## config.mk

```make
export PLATFORM = sky130hd
export DESIGN_NAME = icmp_header_translate
export DESIGN_NICKNAME = d
export VERILOG_FILES = /design/src/hw/rtl/iht_pkg.sv /design/src/hw/rtl/iht_map.sv /design/src/hw/rtl/iht_csum.sv /design/src/hw/rtl/icmp_header_translate.sv
export SDC_FILE = /design/constraint.sdc
export NUM_CORES = 1
export LEC_CHECK = 0
export BUFFER_PORTS_ARGS = -buffer_cell sky130_fd_sc_hd__buf_2
export CORE_MARGIN = 3
export CORE_UTILIZATION = 55
export CTS_BUF_LIST = sky130_fd_sc_hd__clkbuf_16
export DETAILED_ROUTE_END_ITERATION = 10
export GPL_ROUTABILITY_DRIVEN = 0
export PLACE_DENSITY = 0.75
export RECOVER_POWER = 50
export SYNTH_ARGS = -nofsm -noshare
export SYNTH_HDL_FRONTEND = slang
export SYNTH_SLANG_ARGS = --single-unit
```

## constraint.sdc

```tcl
create_clock -name i_clk -period 15.46 [get_ports i_clk]
set_input_delay 1.546 -clock i_clk [delete_from_list [all_inputs] [get_ports i_clk]]
set_output_delay 1.546 -clock i_clk [all_outputs]
set_load 0.01 [all_outputs]
```

## src/hw/rtl/iht_pkg.sv

```systemverilog
package iht_pkg;

    // ICMPv4 message types
    localparam logic [7:0] V4_ECHO_REPLY   = 8'd0;
    localparam logic [7:0] V4_DEST_UNREACH = 8'd3;
    localparam logic [7:0] V4_ECHO_REQUEST = 8'd8;
    localparam logic [7:0] V4_TIME_EXCEED  = 8'd11;
    localparam logic [7:0] V4_PARAM_PROB   = 8'd12;

    // ICMPv6 message types
    localparam logic [7:0] V6_DEST_UNREACH = 8'd1;
    localparam logic [7:0] V6_PKT_TOO_BIG  = 8'd2;
    localparam logic [7:0] V6_TIME_EXCEED  = 8'd3;
    localparam logic [7:0] V6_PARAM_PROB   = 8'd4;
    localparam logic [7:0] V6_ECHO_REQUEST = 8'd128;
    localparam logic [7:0] V6_ECHO_REPLY   = 8'd129;

    // incoming ICMPv4 destination unreachable codes
    localparam logic [7:0] V4_IN_NET        = 8'd0;
    localparam logic [7:0] V4_IN_HOST       = 8'd1;
    localparam logic [7:0] V4_IN_PROTO      = 8'd2;
    localparam logic [7:0] V4_IN_PORT       = 8'd3;
    localparam logic [7:0] V4_IN_FRAG       = 8'd4;
    localparam logic [7:0] V4_IN_SRC_ROUTE  = 8'd5;
    localparam logic [7:0] V4_IN_NET_UNK    = 8'd6;
    localparam logic [7:0] V4_IN_HOST_UNK   = 8'd7;
    localparam logic [7:0] V4_IN_ISOLATED   = 8'd8;
    localparam logic [7:0] V4_IN_NET_PROHIB = 8'd9;
    localparam logic [7:0] V4_IN_HST_PROHIB = 8'd10;
    localparam logic [7:0] V4_IN_NET_TOS    = 8'd11;
    localparam logic [7:0] V4_IN_HOST_TOS   = 8'd12;
    localparam logic [7:0] V4_IN_ADMIN      = 8'd13;
    localparam logic [7:0] V4_IN_PREC_VIOL  = 8'd15;
    // incoming ICMPv4 parameter problem codes
    localparam logic [7:0] V4_IN_PP_PTR     = 8'd0;
    localparam logic [7:0] V4_IN_PP_BADLEN  = 8'd2;
    // incoming ICMPv6 destination unreachable codes
    localparam logic [7:0] V6_IN_NOROUTE    = 8'd0;
    localparam logic [7:0] V6_IN_ADMIN      = 8'd1;
    localparam logic [7:0] V6_IN_SCOPE      = 8'd2;
    localparam logic [7:0] V6_IN_ADDR       = 8'd3;
    localparam logic [7:0] V6_IN_PORT       = 8'd4;

    // ICMPv4 destination unreachable codes produced
    localparam logic [7:0] V4_UNR_HOST     = 8'd1;
    localparam logic [7:0] V4_UNR_PROTO    = 8'd2;
    localparam logic [7:0] V4_UNR_PORT     = 8'd3;
    localparam logic [7:0] V4_UNR_FRAG     = 8'd4;
    localparam logic [7:0] V4_UNR_ADMIN    = 8'd10;

    // ICMPv6 codes produced
    localparam logic [7:0] V6_UNR_NOROUTE  = 8'd0;
    localparam logic [7:0] V6_UNR_ADMIN    = 8'd1;
    localparam logic [7:0] V6_UNR_PORT     = 8'd4;
    localparam logic [7:0] V6_PTB_CODE     = 8'd0;
    localparam logic [7:0] V6_PP_HDR       = 8'd0;
    localparam logic [7:0] V6_PP_NEXTHDR   = 8'd1;
    localparam logic [7:0] V4_PP_PTR       = 8'd0;

    localparam logic [0:0] DIR_V4_TO_V6    = 1'b0;

    localparam logic [15:0] MTU_DELTA  = 16'd20;
    localparam logic [16:0] MIN_V6_MTU = 17'd1280;
    localparam logic [31:0] NEXTHDR_PTR = 32'd6;

    typedef struct packed {
        logic        accepted;
        logic [7:0]  msg_type;
        logic [7:0]  msg_code;
        logic [31:0] rest_word;
    } t_xlate;

endpackage

```

## src/hw/rtl/iht_map.sv

```systemverilog
module iht_map (
    input  logic             i_action,
    input  logic [7:0]       i_msg_type,
    input  logic [7:0]       i_msg_code,
    input  logic [31:0]      i_rest_word,
    output iht_pkg::t_xlate  o_xlate
);

    logic [16:0] v4_mtu;
    logic [31:0] v6_mtu;
    logic [7:0]  v4_ptr;
    logic [7:0]  v6_ptr;
    logic        v4_ptr_ok;
    logic        v6_ptr_ok;

    // packet too big MTU adjustments
    assign v4_mtu = {1'b0, i_rest_word[15:0]} + {1'b0, iht_pkg::MTU_DELTA};
    assign v6_mtu = i_rest_word - {16'd0, iht_pkg::MTU_DELTA};

    // v4 pointer (byte 4) to v6 pointer
    always_comb begin
        v4_ptr    = 8'd0;
        v4_ptr_ok = 1'b1;
        case (i_rest_word[31:24])
            8'd0:                          v4_ptr = 8'd0;
            8'd1:                          v4_ptr = 8'd1;
            8'd2, 8'd3:                    v4_ptr = 8'd4;
            8'd8:                          v4_ptr = 8'd7;
            8'd9:                          v4_ptr = 8'd6;
            8'd12, 8'd13, 8'd14, 8'd15:    v4_ptr = 8'd8;
            8'd16, 8'd17, 8'd18, 8'd19:    v4_ptr = 8'd24;
            default:                       v4_ptr_ok = 1'b0;
        endcase
    end

    // v6 32-bit pointer to v4 pointer byte
    always_comb begin
        v6_ptr    = 8'd0;
        v6_ptr_ok = (i_rest_word[31:6] == 26'd0);
        if (i_rest_word[5:0] <= 6'd1) begin
            v6_ptr = {2'b00, i_rest_word[5:0]};
        end else if (i_rest_word[5:0] == 6'd4 || i_rest_word[5:0] == 6'd5) begin
            v6_ptr = 8'd2;
        end else if (i_rest_word[5:0] == 6'd6) begin
            v6_ptr = 8'd9;
        end else if (i_rest_word[5:0] == 6'd7) begin
            v6_ptr = 8'd8;
        end else if (i_rest_word[5:0] >= 6'd8 && i_rest_word[5:0] <= 6'd23) begin
            v6_ptr = 8'd12;
        end else if (i_rest_word[5:0] >= 6'd24 && i_rest_word[5:0] <= 6'd39) begin
            v6_ptr = 8'd16;
        end else begin
            v6_ptr_ok = 1'b0;
        end
    end

    always_comb begin
        o_xlate.accepted  = 1'b1;
        o_xlate.msg_type  = i_msg_type;
        o_xlate.msg_code  = i_msg_code;
        o_xlate.rest_word = i_rest_word;
        if (i_action == iht_pkg::DIR_V4_TO_V6[0]) begin
            case (i_msg_type)
                iht_pkg::V4_ECHO_REQUEST: o_xlate.msg_type = iht_pkg::V6_ECHO_REQUEST;
                iht_pkg::V4_ECHO_REPLY:   o_xlate.msg_type = iht_pkg::V6_ECHO_REPLY;
                iht_pkg::V4_TIME_EXCEED:  o_xlate.msg_type = iht_pkg::V6_TIME_EXCEED;
                iht_pkg::V4_DEST_UNREACH: begin
                    o_xlate.msg_type = iht_pkg::V6_DEST_UNREACH;
                    case (i_msg_code)
                        iht_pkg::V4_IN_NET, iht_pkg::V4_IN_HOST, iht_pkg::V4_IN_SRC_ROUTE,
                        iht_pkg::V4_IN_NET_UNK, iht_pkg::V4_IN_HOST_UNK,
                        iht_pkg::V4_IN_ISOLATED, iht_pkg::V4_IN_NET_TOS,
                        iht_pkg::V4_IN_HOST_TOS:
                            o_xlate.msg_code = iht_pkg::V6_UNR_NOROUTE;
                        iht_pkg::V4_IN_PORT:
                            o_xlate.msg_code = iht_pkg::V6_UNR_PORT;
                        iht_pkg::V4_IN_NET_PROHIB, iht_pkg::V4_IN_HST_PROHIB,
                        iht_pkg::V4_IN_ADMIN, iht_pkg::V4_IN_PREC_VIOL:
                            o_xlate.msg_code = iht_pkg::V6_UNR_ADMIN;
                        iht_pkg::V4_IN_PROTO: begin
                            // protocol unreachable becomes next-header problem
                            o_xlate.msg_type  = iht_pkg::V6_PARAM_PROB;
                            o_xlate.msg_code  = iht_pkg::V6_PP_NEXTHDR;
                            o_xlate.rest_word = iht_pkg::NEXTHDR_PTR;
                        end
                        iht_pkg::V4_IN_FRAG: begin
                            o_xlate.msg_type  = iht_pkg::V6_PKT_TOO_BIG;
                            o_xlate.msg_code  = iht_pkg::V6_PTB_CODE;
                            o_xlate.rest_word = (v4_mtu < iht_pkg::MIN_V6_MTU) ?
                                {15'd0, iht_pkg::MIN_V6_MTU} : {15'd0, v4_mtu};
                        end
                        default: o_xlate.accepted = 1'b0;
                    endcase
                end
                iht_pkg::V4_PARAM_PROB: begin
                    o_xlate.msg_type  = iht_pkg::V6_PARAM_PROB;
                    o_xlate.msg_code  = iht_pkg::V6_PP_HDR;
                    o_xlate.rest_word = {24'd0, v4_ptr};
                    if ((i_msg_code != iht_pkg::V4_IN_PP_PTR &&
                         i_msg_code != iht_pkg::V4_IN_PP_BADLEN) || !v4_ptr_ok) begin
                        o_xlate.accepted = 1'b0;
                    end
                end
                default: o_xlate.accepted = 1'b0;
            endcase
        end else begin
            case (i_msg_type)
                iht_pkg::V6_ECHO_REQUEST: o_xlate.msg_type = iht_pkg::V4_ECHO_REQUEST;
                iht_pkg::V6_ECHO_REPLY:   o_xlate.msg_type = iht_pkg::V4_ECHO_REPLY;
                iht_pkg::V6_TIME_EXCEED:  o_xlate.msg_type = iht_pkg::V4_TIME_EXCEED;
                iht_pkg::V6_DEST_UNREACH: begin
                    o_xlate.msg_type = iht_pkg::V4_DEST_UNREACH;
                    case (i_msg_code)
                        iht_pkg::V6_IN_NOROUTE, iht_pkg::V6_IN_SCOPE, iht_pkg::V6_IN_ADDR:
                            o_xlate.msg_code = iht_pkg::V4_UNR_HOST;
                        iht_pkg::V6_IN_ADMIN: o_xlate.msg_code = iht_pkg::V4_UNR_ADMIN;
                        iht_pkg::V6_IN_PORT:  o_xlate.msg_code = iht_pkg::V4_UNR_PORT;
                        default:              o_xlate.accepted = 1'b0;
                    endcase
                end
                iht_pkg::V6_PKT_TOO_BIG: begin
                    o_xlate.msg_type  = iht_pkg::V4_DEST_UNREACH;
                    o_xlate.msg_code  = iht_pkg::V4_UNR_FRAG;
                    o_xlate.rest_word = v6_mtu;
                    if (v6_mtu[31:16] != 16'd0) begin
                        o_xlate.accepted = 1'b0;
                    end
                end
                iht_pkg::V6_PARAM_PROB: begin
                    if (i_msg_code == iht_pkg::V6_PP_NEXTHDR) begin
                        o_xlate.msg_type  = iht_pkg::V4_DEST_UNREACH;
                        o_xlate.msg_code  = iht_pkg::V4_UNR_PROTO;
                        o_xlate.rest_word = 32'd0;
                    end else begin
                        o_xlate.msg_type  = iht_pkg::V4_PARAM_PROB;
                        o_xlate.msg_code  = iht_pkg::V4_PP_PTR;
                        o_xlate.rest_word = {v6_ptr, 24'd0};
                        if (i_msg_code != iht_pkg::V6_PP_HDR || !v6_ptr_ok) begin
                            o_xlate.accepted = 1'b0;
                        end
                    end
                end
                default: o_xlate.accepted = 1'b0;
            endcase
        end
    end

endmodule

```

## src/hw/rtl/iht_csum.sv

```systemverilog
module iht_csum (
    input  logic             i_action,
    input  logic [7:0]       i_msg_type,
    input  logic [7:0]       i_msg_code,
    input  logic [31:0]      i_rest_word,
    input  logic [15:0]      i_old_checksum,
    input  logic [15:0]      i_pseudo_sum,
    input  iht_pkg::t_xlate  i_xlate,
    output logic [15:0]      o_checksum
);

    logic [15:0] tc_old;
    logic [15:0] tc_new;
    logic [16:0] term_tc;
    logic [16:0] term_hi;
    logic [16:0] term_lo;
    logic [15:0] pseudo_term;
    logic [18:0] sum;
    logic [16:0] fold1;
    logic [16:0] fold2;

    assign tc_old = {i_msg_type, i_msg_code};
    assign tc_new = {i_xlate.msg_type, i_xlate.msg_code};

    // unchanged words contribute nothing
    assign term_tc = (tc_old != tc_new) ? ({1'b0, ~tc_old} + {1'b0, tc_new}) : 17'd0;
    assign term_hi = (i_rest_word[31:16] != i_xlate.rest_word[31:16]) ?
        ({1'b0, ~i_rest_word[31:16]} + {1'b0, i_xlate.rest_word[31:16]}) : 17'd0;
    assign term_lo = (i_rest_word[15:0] != i_xlate.rest_word[15:0]) ?
        ({1'b0, ~i_rest_word[15:0]} + {1'b0, i_xlate.rest_word[15:0]}) : 17'd0;

    // v4 to v6 adds the pseudo-header, v6 to v4 removes it
    assign pseudo_term = (i_action == iht_pkg::DIR_V4_TO_V6[0]) ? i_pseudo_sum : ~i_pseudo_sum;

    assign sum = {3'd0, ~i_old_checksum} + {3'd0, pseudo_term} + {2'd0, term_tc}
               + {2'd0, term_hi} + {2'd0, term_lo};
    assign fold1 = {1'b0, sum[15:0]} + {14'd0, sum[18:16]};
    assign fold2 = {1'b0, fold1[15:0]} + {16'd0, fold1[16]};

    assign o_checksum = i_xlate.accepted ? ~fold2[15:0] : 16'd0;

endmodule

```

## src/hw/rtl/icmp_header_translate.sv

```systemverilog
// ICMPv4 <-> ICMPv6 header translator.
// Path from an accepted item to its result: the input register, then mapping and
// checksum logic into the result register.
// Throughput: one item per cycle; busy is never raised and the receiver cannot stall.
// Reset (synchronous, active low) clears the valid flags; no result strobes after it.
module icmp_header_translate (
    input  logic        i_clk,
    input  logic        i_rst_n,
    input  logic        start,
    output logic        busy,
    input  logic        i_action,
    input  logic [7:0]  i_msg_type,
    input  logic [7:0]  i_msg_code,
    input  logic [31:0] i_rest_word,
    input  logic [15:0] i_old_checksum,
    input  logic [15:0] i_pseudo_sum,
    output logic        o_strobe,
    output logic        o_accepted,
    output logic [7:0]  o_out_type,
    output logic [7:0]  o_out_code,
    output logic [31:0] o_out_rest_word,
    output logic [15:0] o_out_checksum
);

    logic        r_in_vld;
    logic        r_action;
    logic [7:0]  r_msg_type;
    logic [7:0]  r_msg_code;
    logic [31:0] r_rest_word;
    logic [15:0] r_old_checksum;
    logic [15:0] r_pseudo_sum;

    logic        r_strobe;
    logic        r_accepted;
    logic [7:0]  r_out_type;
    logic [7:0]  r_out_code;
    logic [31:0] r_out_rest_word;
    logic [15:0] r_out_checksum;

    iht_pkg::t_xlate xlate;
    logic [15:0]     n_checksum;

    assign busy = 1'b0;

    always_ff @(posedge i_clk) begin
        if (!i_rst_n) begin
            r_in_vld <= 1'b0;
            r_strobe <= 1'b0;
        end else begin
            r_in_vld <= start;
            r_strobe <= r_in_vld;
        end
    end

    always_ff @(posedge i_clk) begin
        r_action       <= i_action;
        r_msg_type     <= i_msg_type;
        r_msg_code     <= i_msg_code;
        r_rest_word    <= i_rest_word;
        r_old_checksum <= i_old_checksum;
        r_pseudo_sum   <= i_pseudo_sum;
    end

    iht_map u_map (
        .i_action    (r_action),
        .i_msg_type  (r_msg_type),
        .i_msg_code  (r_msg_code),
        .i_rest_word (r_rest_word),
        .o_xlate     (xlate)
    );

    iht_csum u_csum (
        .i_action       (r_action),
        .i_msg_type     (r_msg_type),
        .i_msg_code     (r_msg_code),
        .i_rest_word    (r_rest_word),
        .i_old_checksum (r_old_checksum),
        .i_pseudo_sum   (r_pseudo_sum),
        .i_xlate        (xlate),
        .o_checksum     (n_checksum)
    );

    // dropped items report all-zero fields
    always_ff @(posedge i_clk) begin
        r_accepted      <= xlate.accepted;
        r_out_type      <= xlate.accepted ? xlate.msg_type : 8'd0;
        r_out_code      <= xlate.accepted ? xlate.msg_code : 8'd0;
        r_out_rest_word <= xlate.accepted ? xlate.rest_word : 32'd0;
        r_out_checksum  <= n_checksum;
    end

    assign o_strobe        = r_strobe;
    assign o_accepted      = r_accepted;
    assign o_out_type      = r_out_type;
    assign o_out_code      = r_out_code;
    assign o_out_rest_word = r_out_rest_word;
    assign o_out_checksum  = r_out_checksum;

endmodule

```

=== Word-level counts from Yosys, hierarchy flattened ===
Cells that the tools add are included.

* Bitwise gates (word level): 6
* Shifts and indexed selects: 0
* Multiplexer cells: 38
* Multipliers: 0
* Reduce and logical (&&, ||, !) cells: 26
* Magnitude comparators: 6
* Eq/ne operators: 44
* Div/mod/pow operators: 0
* Add/subtract/negate cells: 11

{| class="wikitable"
|+ Operator list
! cell !! count
|-
| 8-bit by 4-bit equality test with 1-bit output, second input constant || 16
|-
| 32-bit one-hot mux with 2 select lines || 2
|-
| 16-bit inverter || 6
|-
| 40-bit one-hot mux with 2 select lines || 1
|-
| 8-bit one-hot mux with 5 select lines || 2
|-
| 8-bit one-hot mux with 3 select lines || 3
|-
| 16-bit by 16-bit adder with 17-bit output || 4
|-
| 17-bit 2-to-1 mux || 4
|-
| 19-bit by 17-bit adder with 19-bit output || 3
|-
| 49-bit 2-to-1 mux || 1
|-
| 8-bit by 2-bit equality test with 1-bit output, second input constant || 6
|-
| 16-bit != test || 3
|-
| 44-bit 2-to-1 mux || 1
|-
| 8-bit by 3-bit equality test with 1-bit output, second input constant || 5
|-
| 8-bit 2-to-1 mux || 5
|-
| 8-bit by 5-bit equality test with 1-bit output, second input constant || 4
|-
| 32-bit by 5-bit subtractor with 32-bit output, second input constant || 1
|-
| 5-bit one-hot mux with 6 select lines || 1
|-
| 26-bit logical NOT || 1
|-
| 6-bit by 3-bit equality test with 1-bit output, second input constant || 4
|-
| 8-bit by 1-bit equality test with 1-bit output, second input constant || 3
|-
| 8-bit logical NOT || 3
|-
| 16-bit by 3-bit adder with 17-bit output || 1
|-
| 16-bit by 5-bit adder with 17-bit output, second input constant || 1
|-
| other kinds (27) || 50
|}

* Bits in registers: 148
* Output and inout bits: 67
* Bits in latches: 0
* Logic and storage cells: 144
* Bits in writable memories: 0
* Bits in read-only memories: 0
* Memories kept: 0

=== Logic depth before layout (Yosys ltp) ===
* Word-level depth: 22
* Depth in mapped cells: 53

=== Hierarchy ===
Synthesis repeated with hierarchy kept, for this count alone.

* Cell total of the unflattened synthesis: 1500
* Area, all modules: 12116.6 um^2

{| class="wikitable"
|+ Modules (own cells, without submodules)
! module !! seq. area each (um^2) !! cells each !! times used !! area an instance (um^2)
|-
| iht_csum || 0.0 || 732 || 1 || 5556.6
|-
| icmp_header_translate || 2962.8 || 205 || 1 || 3357.0
|-
| iht_map || 0.0 || 563 || 1 || 3203.1
|}

=== Least setup slack after synthesis ===
OpenSTA, ideal clock, no wires.

* Kind: register -> register
* Start: register r_rest_word[7]
* End: register r_out_checksum[14], in the netlist o_out_checksum[14]
* Arrival time: 10.775 ns
* Setup slack: 4.561 ns
* Library setup time: 0.123 ns
* Data required time: 15.337 ns
* Clock period less this slack: 10.899 ns
* Stages on the path, launching flop included: 49
* Path through: dfxtp_1 clkbuf_1 nand4_1 nor3_1 and3_1 o211ai_1 a221oi_2 nand2_1 a311oi_1 a21oi_1 ha_1 fa_1 a21o_1 a21oi_1 o21bai_1 a211o_1 a31oi_1 xor2_1 (+13 left out) xnor2_1 fa_1 nand2b_1 a21oi_1 nand3_1 nor3_1 nand4_1 nor4_1 and2_1 ha_1 ha_1 nand2_1 inv_1 nand3_1 a211oi_1 o2111ai_1 or4b_1 mux2_1

{| class="wikitable"
|+ RTL lines
! item !! RTL line !! text
|-
| from (decl) || icmp_header_translate.sv:29 || <nowiki>logic [31:0] r_rest_word;</nowiki>
|-
| from (signal assigned) || icmp_header_translate.sv:59 || <nowiki>r_rest_word <= i_rest_word;</nowiki>
|-
| to (signal assigned) || icmp_header_translate.sv:89 || <nowiki>r_out_checksum <= n_checksum;</nowiki>
|-
| to (decl) || icmp_header_translate.sv:38 || <nowiki>logic [15:0] r_out_checksum;</nowiki>
|}

==> reports/qor.yml <==
ios: 151
cts_root_buf: "clkbuf_16"
cp_max_fo: 12
cp-end-kind: "register"
fin_area_um2: 13250
antenna_found_initial: 0
rsz0062_at_grt: "false"
cts_hold_buf: 0
firstDrtPassIters: 7
postSynthCellCount: 1473
worst_slack_ns: 2.770
syn_area_um2: 11800
die_h_um: 152.5
fillers: 1850
synth_top_cell_by_area: "dfxtp_1"
path_class: "register to register"
required_ns: 15.79
yosys_warnings: 0
final_cell_count_no_fill: 1874
wl_um: 34790
cts_setup_buffers: 0
ys_top_cells_by_area: "dfxtp_1 25%, ha_1 9.9%, fa_1 6.6%"
synth_edf_count: 0
core_area_um2: 20620
cp-start-kind: "register"
maxCapViolCount: 0
synthToLayoutAreaGrowth_pct: 12.21
fin_nets: 1807
final_hold_viol_count: 0
skew_ns: 0.01476
ys_types: 92
met2_usage_pct: 47.50
async_flop_share_pct: 0
drtAntennaViolNets: 0
synth_common_cells: "148 x dfxtp_1, 132 x inv_1, 123 x nor2_1"
grt_pass1_vias: 10920
finalWorstPathRequiredPeriod_ns: 12.69
start_util_pct: 57.23
cts_sinks: 148
cts_max_path_buffers: 2
wl_per_cell_um: 18.56
pre_cts_slack_ns: 3.043
synth.ff_latch_count: 148
outcome: "completed"
tightest_slew_ns: 1.128
max_stage_delay_ns: 0.67
synth_most_common_cell: "dfxtp_1"
drive_above_1_share_pct: 12.16
numCtsBuffers: 17
grt.met3_usage_pct: 6.674
antenna_cells: 0
grt_max_degree: 65
dp_cells: 1842
setup_violations: 0
cts_resized: 0
yosysTopAreaCellShare_pct: 25.10
synth_seq_area_share_pct: 25.10
grt_first_pass_wirelength_um: 55570
fmax_mhz: 78.80
dpl_cell_area_um2: 12710
power_leakage_nw: 6.042
die_w_um: 152.5
clkTransAtPathRegs_ns: 0.07
crit_arrival_ns: 13.02
cts_tree: "yes"
portBuffers: 149
slew_viol_final: 0
synth_flop_cell: "dfxtp_1"
met1_usage_pct: 36.45
setup_tns_ns: 0
dp_hpwl_um: 27230
reg2reg_slack_ns: 2.77
drc: 0
hold_path_class: "register to register"
grt_use_total_pct: 29.15
ir_drop_uv: 184.0
num_rows: 52
drt-vias-per-instance: 6.153
maxSlewHeadroom_pct: 24.59
min_period_over_period_pct: 82.08
cp_slowest_cell: "dfxtp_1"
overflow: 0
final_core_util_pct: 64.22
clk_latency_ns: 0.45
syn_area_per_cell_um2: 8.013
gr-max-usage-layer: "met2"
dieArea_um2: 23250
htree_levels: 4
drtIter0Drc: 1447
power_density_nw_per_um2: 234.3
num_vias: 11530
## critical path, delay by kind of cell (launching register included)
kind	cells	cell delay [ns]
AOI/OAI and AO/OA	18	4.64
xor gates and xnor gates	2	0.38
adders and majority gates	8	2.72
buffers and inverters	3	0.17
DFF	1	0.67
muxes	1	0.32
and+or+nand+nor	15	3.64
## final timing paths
path | depth (start not counted) | from | endpoint
setup reg to reg | 47 | r_rest_word[5] | o_out_checksum[14]
setup / recovery | 47 | r_rest_word[5] | o_out_checksum[14]
hold reg to reg | 1 | r_in_vld | o_strobe
hold / removal | 1 | r_in_vld | o_strobe
## layer usage
layer  vias up  routed length, um
met3       187               3466
met4         0               2111
met5         -                  0
met2       711              15480
met1      5191              13730
li1       5441                  -
## final cells by class
class | count | area, um2 | share of cell area (%)
timing repair buffer | 156 | 769.5 | 5.810
multi-input combinational | 1135 | 8108 | 61.21
inverter | 133 | 499.2 | 3.769
clock inverter | 15 | 141.4 | 1.067
clock buffer | 17 | 425.4 | 3.212
sequential | 148 | 2964 | 22.38
tap | 270 | 337.8 | 2.551
## placed cells by master (no fill, tap or decap), types with 8 or more instances in the layout
cell type / netlist / routed
ha_1: 93 / 93
dfxtp_1: 148 / 147
and3_1: 13 / 13
a211oi_1: 9 / 9
a31oi_1: 20 / 19
or4_1: 12 / 12
o21a_1: 13 / 13
mux2i_1: 9 / 9
a21oi_1: 96 / 96
clkbuf_16: 0 / 17
nand3_1: 35 / 35
clkbuf_1: 48 / 23
o21bai_1: 14 / 14
nor2_1: 123 / 123
nand4_1: 27 / 27
fa_1: 39 / 39
o21ai_0: 91 / 91
or2_2: 8 / 8
o211ai_1: 12 / 12
inv_1: 132 / 132
buf_2: 6 / 126
nor2b_1: 15 / 15
and2_1: 50 / 49
nor4_1: 14 / 14
xor2_1: 46 / 46
xnor2_1: 47 / 47
a21o_1: 28 / 28
nand2_1: 110 / 110
nand2b_1: 10 / 10
or3_1: 14 / 14
o31ai_1: 9 / 9
nor3_1: 47 / 47
## logic make-up (layout without fill, tap and decap cells)
| logic type | count (synthesis) | in the layout | share of synthesized area (%) |
|---|---|---|---|
| simple gates | 509 | 509 | 22.40 |
| compound gates | 382 | 382 | 21.21 |
| buf+inv | 193 | 321 | 6.360 |
| flops | 148 | 148 | 25.10 |
| fa+ha+maj | 132 | 132 | 16.47 |
| xor+xnor | 95 | 95 | 7.282 |
| mux | 13 | 13 | 1.145 |
| other cells | 1 | 4 | 0.03177 |
## power breakdown
part / internal (mW) / leakage [nW] / switching, mW
registers: 0.414 / 1.23 / 0.0190
clock network: 0.213 / 0.273 / 0.190
logic: 0.920 / 4.53 / 1.35
total: 1.55 / 6.04 / 1.56
## state kept, by name (all words and copies together) (netlist names)
register	cells
r_msg_type	8
o_strobe	1
r_pseudo_sum	16
o_out_checksum	16
r_action	1
r_old_checksum	16
o_accepted	1
o_out_type	8
r_rest_word	32
o_out_code	8
r_msg_code	8
r_in_vld	1
o_out_rest_word	32
## stage by stage
stage,power [mW],hold slack [ns]
final,3.103,0.4533
after global routing,3.404,0.5167
after CTS,3.085,0.4545
after detailed placement,2.658,0.4257
after global placement,2.617,0.4160
after floorplan,2.233,0.4118
Power figures use the tool's default switching activity.
